File: src/hw/rtl/mtde_pkg.sv
// ----------------------------------------------------------------------------
// mtde_pkg
// Shared types, codes and helpers of the multi-timer deadline engine.
// ----------------------------------------------------------------------------
`default_nettype none

package mtde_pkg;

  localparam int TimeW  = 64;
  localparam int StepW  = 32;
  localparam int SlotW  = 4;

  typedef enum logic [1:0] {
    MODE_ADVANCE = 2'd0,
    MODE_START   = 2'd1,
    MODE_STOP    = 2'd2
  } mode_e;

  typedef enum logic [1:0] {
    KIND_ACK  = 2'd0,
    KIND_FIRE = 2'd1,
    KIND_NONE = 2'd2
  } kind_e;

  typedef enum logic [2:0] {
    ST_IDLE,
    ST_SCAN,
    ST_DECIDE,
    ST_EMIT,
    ST_FIRE
  } state_e;

  // Commands from the controller to the datapath
  typedef struct packed {
    logic advance;     // add step to time, clear fire count
    logic arm;         // start a timer slot
    logic disarm;      // stop a timer slot
    logic set_ack;     // queue an acknowledge result
    logic scan_start;  // begin a pass over all slots
    logic set_none;    // queue a nothing-due result
    logic set_tail;    // finalize last/still_due of the queued fire result
    logic fire;        // fire the best slot of the last scan
    logic emit;        // move the queued result to the output register
  } mtde_cmd_t;

  // Status from the datapath to the controller
  typedef struct packed {
    logic scan_done;
    logic found;
    logic fire_zero;
    logic out_free;
    logic pend_last;
  } mtde_sts_t;

  // Saturating add of a 32-bit amount to a 64-bit time
  function automatic logic [TimeW-1:0] sat_add(input logic [TimeW-1:0] a,
                                               input logic [StepW-1:0] b);
    logic [TimeW:0] sum;
    sum = {1'b0, a} + {{(TimeW - StepW + 1){1'b0}}, b};
    return sum[TimeW] ? {TimeW{1'b1}} : sum[TimeW-1:0];
  endfunction

endpackage

`default_nettype wire

File: src/hw/rtl/mtde_ctrl.sv
// ----------------------------------------------------------------------------
// mtde_ctrl
// Sequencer of the timer engine: decodes items, runs slot scans and fires,
// and hands results to the output register.
// ----------------------------------------------------------------------------
`default_nettype none

module mtde_ctrl
  import mtde_pkg::*;
(
  input  wire logic       clk_i,
  input  wire logic       rst_ni,
  input  wire logic       in_valid_i,
  input  wire logic [1:0] mode_i,
  output logic            in_ready_o,
  input  wire mtde_sts_t  sts_i,
  output mtde_cmd_t       cmd_o
);

  state_e state_q, state_d;

  always_ff @(posedge clk_i or negedge rst_ni) begin
    if (!rst_ni) begin
      state_q <= ST_IDLE;
    end else begin
      state_q <= state_d;
    end
  end

  // Next state
  always_comb begin
    state_d = state_q;
    case (state_q)
      ST_IDLE: begin
        if (in_valid_i) begin
          case (mode_i)
            MODE_ADVANCE:         state_d = ST_SCAN;
            MODE_START, MODE_STOP: state_d = ST_EMIT;
            default:              state_d = ST_IDLE;
          endcase
        end
      end
      ST_SCAN: begin
        if (sts_i.scan_done) state_d = ST_DECIDE;
      end
      ST_DECIDE: begin
        if (sts_i.fire_zero && sts_i.found) state_d = ST_FIRE;
        else                                state_d = ST_EMIT;
      end
      ST_EMIT: begin
        if (sts_i.out_free) state_d = sts_i.pend_last ? ST_IDLE : ST_FIRE;
      end
      ST_FIRE: state_d = ST_SCAN;
      default: state_d = ST_IDLE;
    endcase
  end

  // Outputs
  always_comb begin
    cmd_o      = '0;
    in_ready_o = 1'b0;
    case (state_q)
      ST_IDLE: begin
        in_ready_o = 1'b1;
        if (in_valid_i) begin
          case (mode_i)
            MODE_ADVANCE: begin
              cmd_o.advance    = 1'b1;
              cmd_o.scan_start = 1'b1;
            end
            MODE_START: begin
              cmd_o.arm     = 1'b1;
              cmd_o.set_ack = 1'b1;
            end
            MODE_STOP: begin
              cmd_o.disarm  = 1'b1;
              cmd_o.set_ack = 1'b1;
            end
            default: ;
          endcase
        end
      end
      ST_DECIDE: begin
        if (sts_i.fire_zero) begin
          cmd_o.set_none = !sts_i.found;
        end else begin
          cmd_o.set_tail = 1'b1;
        end
      end
      ST_EMIT: cmd_o.emit = sts_i.out_free;
      ST_FIRE: begin
        cmd_o.fire       = 1'b1;
        cmd_o.scan_start = 1'b1;
      end
      default: ;
    endcase
  end

endmodule

`default_nettype wire

File: src/hw/rtl/mtde_datapath.sv
// ----------------------------------------------------------------------------
// mtde_datapath
// Time counter, slot storage, earliest-deadline scan, queued result and
// output register of the timer engine.
// ----------------------------------------------------------------------------
`default_nettype none

module mtde_datapath
  import mtde_pkg::*;
#(
  parameter int TIMER_SLOTS = 16,
  parameter int MAX_FIRES   = 64
) (
  input  wire logic             clk_i,
  input  wire logic             rst_ni,
  input  wire mtde_cmd_t        cmd_i,
  output mtde_sts_t             sts_o,
  input  wire logic [SlotW-1:0] timer_slot_i,
  input  wire logic [StepW-1:0] time_step_i,
  input  wire logic [StepW-1:0] timeout_i,
  input  wire logic             repeat_req_i,
  input  wire logic             out_ready_i,
  output logic                  out_valid_o,
  output logic [1:0]            kind_o,
  output logic [SlotW-1:0]      fired_slot_o,
  output logic [TimeW-1:0]      fire_deadline_o,
  output logic                  still_due_o,
  output logic                  last_o
);

  localparam int IdxW = (TIMER_SLOTS > 1) ? $clog2(TIMER_SLOTS) : 1;
  localparam int CntW = $clog2(MAX_FIRES + 1);
  localparam logic [IdxW-1:0] LastIdx = IdxW'(TIMER_SLOTS - 1);

  // Time and armed bits
  logic [TimeW-1:0]       time_q;
  logic [TIMER_SLOTS-1:0] armed_q;

  // Slot storage
  logic [TimeW-1:0] dl_mem  [TIMER_SLOTS];
  logic [StepW-1:0] per_mem [TIMER_SLOTS];
  logic             dl_we;
  logic [IdxW-1:0]  dl_waddr;
  logic [TimeW-1:0] dl_wdata;

  // Scan pipeline
  logic             iss_act_q;
  logic [IdxW-1:0]  iss_idx_q;
  logic             rd_vld_q;
  logic [IdxW-1:0]  rd_idx_q;
  logic [TimeW-1:0] rd_dl_q;
  logic [StepW-1:0] rd_per_q;
  logic             found_q;
  logic [IdxW-1:0]  best_idx_q;
  logic [TimeW-1:0] best_dl_q;
  logic [StepW-1:0] best_per_q;
  logic             due_c;
  logic             better_c;

  logic [CntW-1:0]  fire_cnt_q;
  logic             fire_max;

  // Queued result
  kind_e            pend_kind_q;
  logic [SlotW-1:0] pend_slot_q;
  logic [TimeW-1:0] pend_dl_q;
  logic             pend_due_q;
  logic             pend_last_q;

  // Output register
  logic             out_valid_q;
  kind_e            out_kind_q;
  logic [SlotW-1:0] out_slot_q;
  logic [TimeW-1:0] out_dl_q;
  logic             out_due_q;
  logic             out_last_q;
  logic             out_free;

  logic             slot_ok;
  logic [IdxW-1:0]  cmd_idx;

  assign slot_ok  = ({{(32 - SlotW){1'b0}}, timer_slot_i} < TIMER_SLOTS);
  assign cmd_idx  = IdxW'(timer_slot_i);
  assign fire_max = (fire_cnt_q == CntW'(MAX_FIRES));
  assign out_free = !out_valid_q || out_ready_i;

  always_ff @(posedge clk_i or negedge rst_ni) begin
    if (!rst_ni) begin
      time_q <= '0;
    end else if (cmd_i.advance) begin
      time_q <= sat_add(time_q, time_step_i);
    end
  end

  always_ff @(posedge clk_i or negedge rst_ni) begin
    if (!rst_ni) begin
      armed_q <= '0;
    end else begin
      if (cmd_i.arm && slot_ok) armed_q[cmd_idx] <= 1'b1;
      if (cmd_i.disarm && slot_ok) armed_q[cmd_idx] <= 1'b0;
      // one-shot slots drop out when they fire
      if (cmd_i.fire && best_per_q == '0) armed_q[best_idx_q] <= 1'b0;
    end
  end

  always_comb begin
    dl_we    = 1'b0;
    dl_waddr = cmd_idx;
    dl_wdata = sat_add(time_q, timeout_i);
    if (cmd_i.arm && slot_ok) begin
      dl_we = 1'b1;
    end else if (cmd_i.fire && best_per_q != '0) begin
      dl_we    = 1'b1;
      dl_waddr = best_idx_q;
      dl_wdata = sat_add(best_dl_q, best_per_q);
    end
  end

  always_ff @(posedge clk_i) begin
    if (dl_we) dl_mem[dl_waddr] <= dl_wdata;
    if (cmd_i.arm && slot_ok) per_mem[cmd_idx] <= repeat_req_i ? timeout_i : '0;
    rd_dl_q  <= dl_mem[iss_idx_q];
    rd_per_q <= per_mem[iss_idx_q];
  end

  // Walk the slots one read per cycle
  always_ff @(posedge clk_i or negedge rst_ni) begin
    if (!rst_ni) begin
      iss_act_q <= 1'b0;
      iss_idx_q <= '0;
      rd_vld_q  <= 1'b0;
      rd_idx_q  <= '0;
    end else begin
      rd_vld_q <= iss_act_q;
      rd_idx_q <= iss_idx_q;
      if (cmd_i.scan_start) begin
        iss_act_q <= 1'b1;
        iss_idx_q <= '0;
      end else if (iss_act_q) begin
        if (iss_idx_q == LastIdx) begin
          iss_act_q <= 1'b0;
        end else begin
          iss_idx_q <= iss_idx_q + 1'b1;
        end
      end
    end
  end

  assign due_c    = rd_vld_q && armed_q[rd_idx_q] && (rd_dl_q <= time_q);
  assign better_c = !found_q || (rd_dl_q < best_dl_q);

  always_ff @(posedge clk_i or negedge rst_ni) begin
    if (!rst_ni) begin
      found_q <= 1'b0;
    end else if (cmd_i.scan_start) begin
      found_q <= 1'b0;
    end else if (due_c) begin
      found_q <= 1'b1;
    end
  end

  // Strict compare keeps the lowest slot on equal deadlines
  always_ff @(posedge clk_i) begin
    if (due_c && better_c) begin
      best_idx_q <= rd_idx_q;
      best_dl_q  <= rd_dl_q;
      best_per_q <= rd_per_q;
    end
  end

  always_ff @(posedge clk_i or negedge rst_ni) begin
    if (!rst_ni) begin
      fire_cnt_q <= '0;
    end else if (cmd_i.advance) begin
      fire_cnt_q <= '0;
    end else if (cmd_i.fire) begin
      fire_cnt_q <= fire_cnt_q + 1'b1;
    end
  end

  always_ff @(posedge clk_i or negedge rst_ni) begin
    if (!rst_ni) begin
      pend_kind_q <= KIND_NONE;
      pend_last_q <= 1'b1;
      pend_slot_q <= '0;
      pend_dl_q   <= '0;
      pend_due_q  <= 1'b0;
    end else if (cmd_i.set_ack) begin
      pend_kind_q <= KIND_ACK;
      pend_slot_q <= timer_slot_i;
      pend_dl_q   <= '0;
      pend_due_q  <= 1'b0;
      pend_last_q <= 1'b1;
    end else if (cmd_i.set_none) begin
      pend_kind_q <= KIND_NONE;
      pend_slot_q <= '0;
      pend_dl_q   <= '0;
      pend_due_q  <= 1'b0;
      pend_last_q <= 1'b1;
    end else if (cmd_i.fire) begin
      pend_kind_q <= KIND_FIRE;
      pend_slot_q <= SlotW'(best_idx_q);
      pend_dl_q   <= best_dl_q;
      pend_due_q  <= 1'b0;
      pend_last_q <= 1'b0;
    end else if (cmd_i.set_tail) begin
      // another fire follows unless the limit is reached or nothing is due
      pend_last_q <= !(found_q && !fire_max);
      pend_due_q  <= found_q && fire_max;
    end
  end

  always_ff @(posedge clk_i or negedge rst_ni) begin
    if (!rst_ni) begin
      out_valid_q <= 1'b0;
    end else if (cmd_i.emit) begin
      out_valid_q <= 1'b1;
    end else if (out_ready_i) begin
      out_valid_q <= 1'b0;
    end
  end

  always_ff @(posedge clk_i) begin
    if (cmd_i.emit) begin
      out_kind_q <= pend_kind_q;
      out_slot_q <= pend_slot_q;
      out_dl_q   <= pend_dl_q;
      out_due_q  <= pend_due_q;
      out_last_q <= pend_last_q;
    end
  end

  assign out_valid_o     = out_valid_q;
  assign kind_o          = out_kind_q;
  assign fired_slot_o    = out_slot_q;
  assign fire_deadline_o = out_dl_q;
  assign still_due_o     = out_due_q;
  assign last_o          = out_last_q;

  assign sts_o.scan_done = rd_vld_q && (rd_idx_q == LastIdx);
  assign sts_o.found     = found_q;
  assign sts_o.fire_zero = (fire_cnt_q == '0);
  assign sts_o.out_free  = out_free;
  assign sts_o.pend_last = pend_last_q;

  a_fire_cnt_bound: assert property (@(posedge clk_i) disable iff (!rst_ni)
    fire_cnt_q <= CntW'(MAX_FIRES))
    else $error("fire count beyond limit");

  a_fire_needs_due: assert property (@(posedge clk_i) disable iff (!rst_ni)
    cmd_i.fire |-> found_q && !fire_max)
    else $error("fire without a due slot");

  a_fire_deadline_past: assert property (@(posedge clk_i) disable iff (!rst_ni)
    cmd_i.emit && pend_kind_q == KIND_FIRE |-> pend_dl_q <= time_q)
    else $error("fired deadline ahead of time");

  a_one_shot_disarm: assert property (@(posedge clk_i) disable iff (!rst_ni)
    cmd_i.fire && best_per_q == '0 |=> !armed_q[$past(best_idx_q)])
    else $error("one-shot slot still armed after firing");

  a_emit_free: assert property (@(posedge clk_i) disable iff (!rst_ni)
    cmd_i.emit |-> out_free)
    else $error("result overwrote a pending output");

endmodule

`default_nettype wire

File: src/hw/rtl/multi_timer_deadline_engine_top.sv
// ----------------------------------------------------------------------------
// multi_timer_deadline_engine_top
// Multi-slot one-shot and periodic deadline timer with a 64-bit time base.
// ----------------------------------------------------------------------------
// Items are handled one at a time. Start and stop queue an acknowledge that
// moves to the output register once it is free. An advance scans every slot
// through the single read port of the slot memory, once at first and again
// after each fired slot, and any stall on the output side can hold it.
// Each advance delivers at most MAX_FIRES fire results; results leave in
// earliest-deadline order, lowest slot first on equal deadlines.
`default_nettype none

module multi_timer_deadline_engine_top
  import mtde_pkg::*;
#(
  parameter int TIMER_SLOTS = 16,
  parameter int MAX_FIRES   = 64
) (
  input  wire logic             clk_i,
  input  wire logic             rst_ni,
  input  wire logic             in_valid_i,
  output logic                  in_ready_o,
  input  wire logic [1:0]       mode_i,
  input  wire logic [SlotW-1:0] timer_slot_i,
  input  wire logic [StepW-1:0] time_step_i,
  input  wire logic [StepW-1:0] timeout_i,
  input  wire logic             repeat_req_i,
  output logic                  out_valid_o,
  input  wire logic             out_ready_i,
  output logic [1:0]            kind_o,
  output logic [SlotW-1:0]      fired_slot_o,
  output logic [TimeW-1:0]      fire_deadline_o,
  output logic                  still_due_o,
  output logic                  last_o
);

  mtde_cmd_t cmd;
  mtde_sts_t sts;

  mtde_ctrl u_ctrl (
    .clk_i      (clk_i),
    .rst_ni     (rst_ni),
    .in_valid_i (in_valid_i),
    .mode_i     (mode_i),
    .in_ready_o (in_ready_o),
    .sts_i      (sts),
    .cmd_o      (cmd)
  );

  mtde_datapath #(
    .TIMER_SLOTS (TIMER_SLOTS),
    .MAX_FIRES   (MAX_FIRES)
  ) u_datapath (
    .clk_i           (clk_i),
    .rst_ni          (rst_ni),
    .cmd_i           (cmd),
    .sts_o           (sts),
    .timer_slot_i    (timer_slot_i),
    .time_step_i     (time_step_i),
    .timeout_i       (timeout_i),
    .repeat_req_i    (repeat_req_i),
    .out_ready_i     (out_ready_i),
    .out_valid_o     (out_valid_o),
    .kind_o          (kind_o),
    .fired_slot_o    (fired_slot_o),
    .fire_deadline_o (fire_deadline_o),
    .still_due_o     (still_due_o),
    .last_o          (last_o)
  );

endmodule

`default_nettype wire

File: config.mk
export PLATFORM = sky130hd
export DESIGN_NAME = multi_timer_deadline_engine_top
export DESIGN_NICKNAME = d
export VERILOG_FILES = /design/src/hw/rtl/mtde_pkg.sv /design/src/hw/rtl/mtde_ctrl.sv /design/src/hw/rtl/mtde_datapath.sv /design/src/hw/rtl/multi_timer_deadline_engine_top.sv
export SDC_FILE = /design/constraint.sdc
export NUM_CORES = 2
export LEC_CHECK = 0
export ABC_CLOCK_PERIOD_IN_PS = 17600
export BUFFER_PORTS_ARGS = -buffer_cell sky130_fd_sc_hd__clkbuf_2
export CAP_MARGIN = 20
export CORE_MARGIN = 3
export CORE_UTILIZATION = 40
export CTS_BUF_LIST = sky130_fd_sc_hd__clkbuf_8
export CTS_CLUSTER_SIZE = 10
export DETAILED_ROUTE_END_ITERATION = 7
export PLACE_DENSITY_LB_ADDON = 0.05
export SYNTH_ARGS = -nofsm -noshare
export SYNTH_HDL_FRONTEND = slang
export SYNTH_SLANG_ARGS = --single-unit
File: constraint.sdc
create_clock -name clk_i -period 17.6 [get_ports clk_i]
set_input_delay 0.88 -clock clk_i [delete_from_list [all_inputs] [get_ports clk_i]]
set_output_delay 0.88 -clock clk_i [all_outputs]
set_load 0.02 [all_outputs]
==> flow_metrics.tcl <==
set metrics [dict create \
    status "completed" \
    core_area_sq_mm 0.205 \
    timing_hold_violations_final 0 \
    dr.first_iter.drc_count 3981 \
    clk_pin_slew_ps 60 \
    grt_pass1_vias 45800 \
    path_max_fanout 37 \
    fin_skew_ps 60.9 \
    grt_use_total_pct 23.1 \
    drv_slew 0 \
    min-delay-start "out_ready_i" \
    die_w_um 460 \
    vias 45500 \
    wire_per_inst_um 30.6 \
    cp.required_ps 18260 \
    mostFrequentLayoutCells "edfxtp_1 (1,708), mux4_2 (484), clkbuf_8 (400)" \
    numCtsBuffers 353 \
    cts_root_buf "clkbuf_8" \
    ys_warn_count 0 \
    fp-row-count 166 \
    antenna_found_initial 7 \
    clockBufferDepth 4 \
    tns_ps 0 \
    synth-edff-count 1708 \
    synth_top_area_share_pct 62.1 \
    crit_arrival_ps 6610 \
    start_kind "flip-flop" \
    relSlewSlack_pct 10.5 \
    fin_util_pct 45.6 \
    leakage_nw 32.6 \
    gp_congestion 0.866 \
    final.min_clock_period_ps 5950 \
    start_util_pct 40.3 \
    ys_ff_latch 1978 \
    cp-startpoint "u_datapath.best_per_q[1]" \
    ant_nets 0 \
    drc 0 \
    grt-ovfl-total 0 \
    synth_area_leaders "edfxtp_1 (62%), mux4_2 (13%), dfrtp_1 (5.2%), ha_1 (3.5%), dfxtp_1 (2.3%)" \
    synth_top_area_cell "edfxtp_1" \
    hpwl_um 149000 \
    io_pins 149 \
    port_buffers 148 \
    rsz0062_at_grt "no" \
    synthFlopType "edfxtp_1" \
    synth-seq-area-share_pct 69.7 \
    cap_violations 0 \
    grt_pass1_wl_um 349000 \
    r2r-start "u_datapath.best_per_q[1]" \
    synthArstFlopShare_pct 8.80 \
    syn_avg_cell_area_sq_um 17.8 \
    tightest_slew_ps 1340 \
    power_mw 15.4 \
    peakVddDrop_v 0.000120 \
    grt_max_degree 114 \
    max_freq_ghz 0.168 \
    nNetsFinal 5354 \
    cts-htree-levels 5 \
    drive_above_1_share_pct 23.9 \
    cts_sinks 1978 \
    drt_wl_total_um 245000 \
    cts_tree "built" \
    area_delta_synth_final_pct 13.1 \
    finalSetupViolCount 0 \
    first_pass_iters 6 \
    synth_fp_nets 4961 \
    clock_latency_ps 1050 \
    ys_types 89 \
    crit_type "reg -> reg" \
    cts_setup_buffers 0 \
    end_kind "flip-flop" \
    syn_inst 4653 \
    holdWs_ps 198 \
    final.period_utilization_pct 33.8 \
    final_common_cell "edfxtp_1" \
    avgViaCountPerCell 5.69 \
    powerDensity_mw_per_mm2 164 \
    die_h_um 460 \
    syn_area_sq_mm 0.0826 \
    die_area_sq_mm 0.212 \
    hold_class "in -> reg" \
]
layer usage:
metal / GRT usage [%] / wire length, um
met3: 3.50 / 12100
met4: 5.19 / 4650
met5: 0 / 7
met1: 34.2 / 113000
met2: 36.2 / 115000
cells by family after synthesis:
| group | count (synthesis) | share of synthesized area, % |
|---|---|---|
| AOI/OAI and AO/OA | 707 | 5.67 |
| and+or+nand+nor | 723 | 4.36 |
| xor gates and xnor gates | 155 | 1.64 |
| buffers and inverters | 361 | 1.75 |
| muxes | 496 | 13.3 |
| adders and majority gates | 233 | 3.56 |
| DFF | 1978 | 69.7 |
layout make-up:
cell class / count / area (sq um)
multi-input combinational: 2314 / 23800
sequential: 1978 / 57600
timing repair buffer: 237 / 1450
antenna: 4 / 10.0
clock buffer: 399 / 5490
inverter: 162 / 608
fill: 17800 / 112000
tap: 2688 / 3360
clock inverter: 228 / 1150
worst paths after layout:
check / end / slack (ps) / depth (start not counted)
max: u_datapath.dl_mem[7][55] / 11650 / 8
min in group asynchronous: u_datapath.armed_q[9] / 440 / 2
max reg2reg: u_datapath.dl_mem[7][55] / 11650 / 8
min: u_datapath.out_valid_o / 200 / 3
max in group asynchronous: u_datapath.pend_dl_q[48] / 15850 / 3
min reg2reg: u_datapath.rd_vld_q / 410 / 0
metrics by stage:
stage	setup slack (ps)	instance area, sq um	instances
2_1_floorplan	7490	82600	4653
3_3_place_gp	11250	86700	7366
3_5_place_dp	11490	86700	7368
4_1_cts	11570	93400	7996
5_1_grt	11460	93500	8010
6_report	11650	93500	8010
report_power, final:
group / switching (mW) / internal, mW / leakage, nW
combinational: 2.77 / 1.94 / 10.2
clock: 1.88 / 2.18 / 3.88
sequential: 0.464 / 6.12 / 18.5
total: 5.12 / 10.2 / 32.6
synthesized netlist by cell type, types with 7 or more instances:
master and n:
a211oi_1 13, a21o_1 107, a21oi_1 182, a221oi_1 23, a22oi_1 39, a22oi_2 23
a2bb2oi_1 8, a31oi_1 30, and2_1 64, and3_1 26, and4_1 10, buf_1 39
buf_2 14, buf_6 7, clkbuf_1 132, dfrtp_1 172, dfxtp_1 96, edfxtp_1 1708
ha_1 230, inv_1 161, mux2i_1 8, mux4_2 484, nand2_1 228, nand2b_1 17
nand3_1 55, nand4_1 63, nor2_1 127, nor2b_1 21, nor3_1 45, nor4_1 28
o211ai_1 13, o21a_1 10, o21ai_0 126, o21bai_1 11, o22ai_1 65, o31ai_1 7
or3_1 13, xnor2_1 111, xor2_1 44
worst max-delay path: stages (launching register included):
cell and delay [ps]:
edfxtp_1 440, nor4_1 590, nand4_1 610, o21ai_1 850
buf_4 340, clkinv_1 500, o21ai_0 630, and2_4 810
buf_4 690
flip-flops by register name, summed over array words and instances, names as in the netlist, 7 cells and up:
signal,cells
u_datapath.time_q,64
u_datapath.fire_deadline_o,64
u_datapath.rd_dl_q,64
u_datapath.armed_q,16
u_datapath.best_per_q,32
u_datapath.pend_dl_q,64
u_datapath.rd_per_q,32
u_datapath.fire_cnt_q,7
u_datapath.per_mem,512
u_datapath.best_dl_q,64
u_datapath.dl_mem,1024
what timing repair did:
action,CTS,global route
gates resized for setup,0,0
hold buffers,1,0
hold endpoints to repair,65,0
Power figures use the tool's default switching activity.
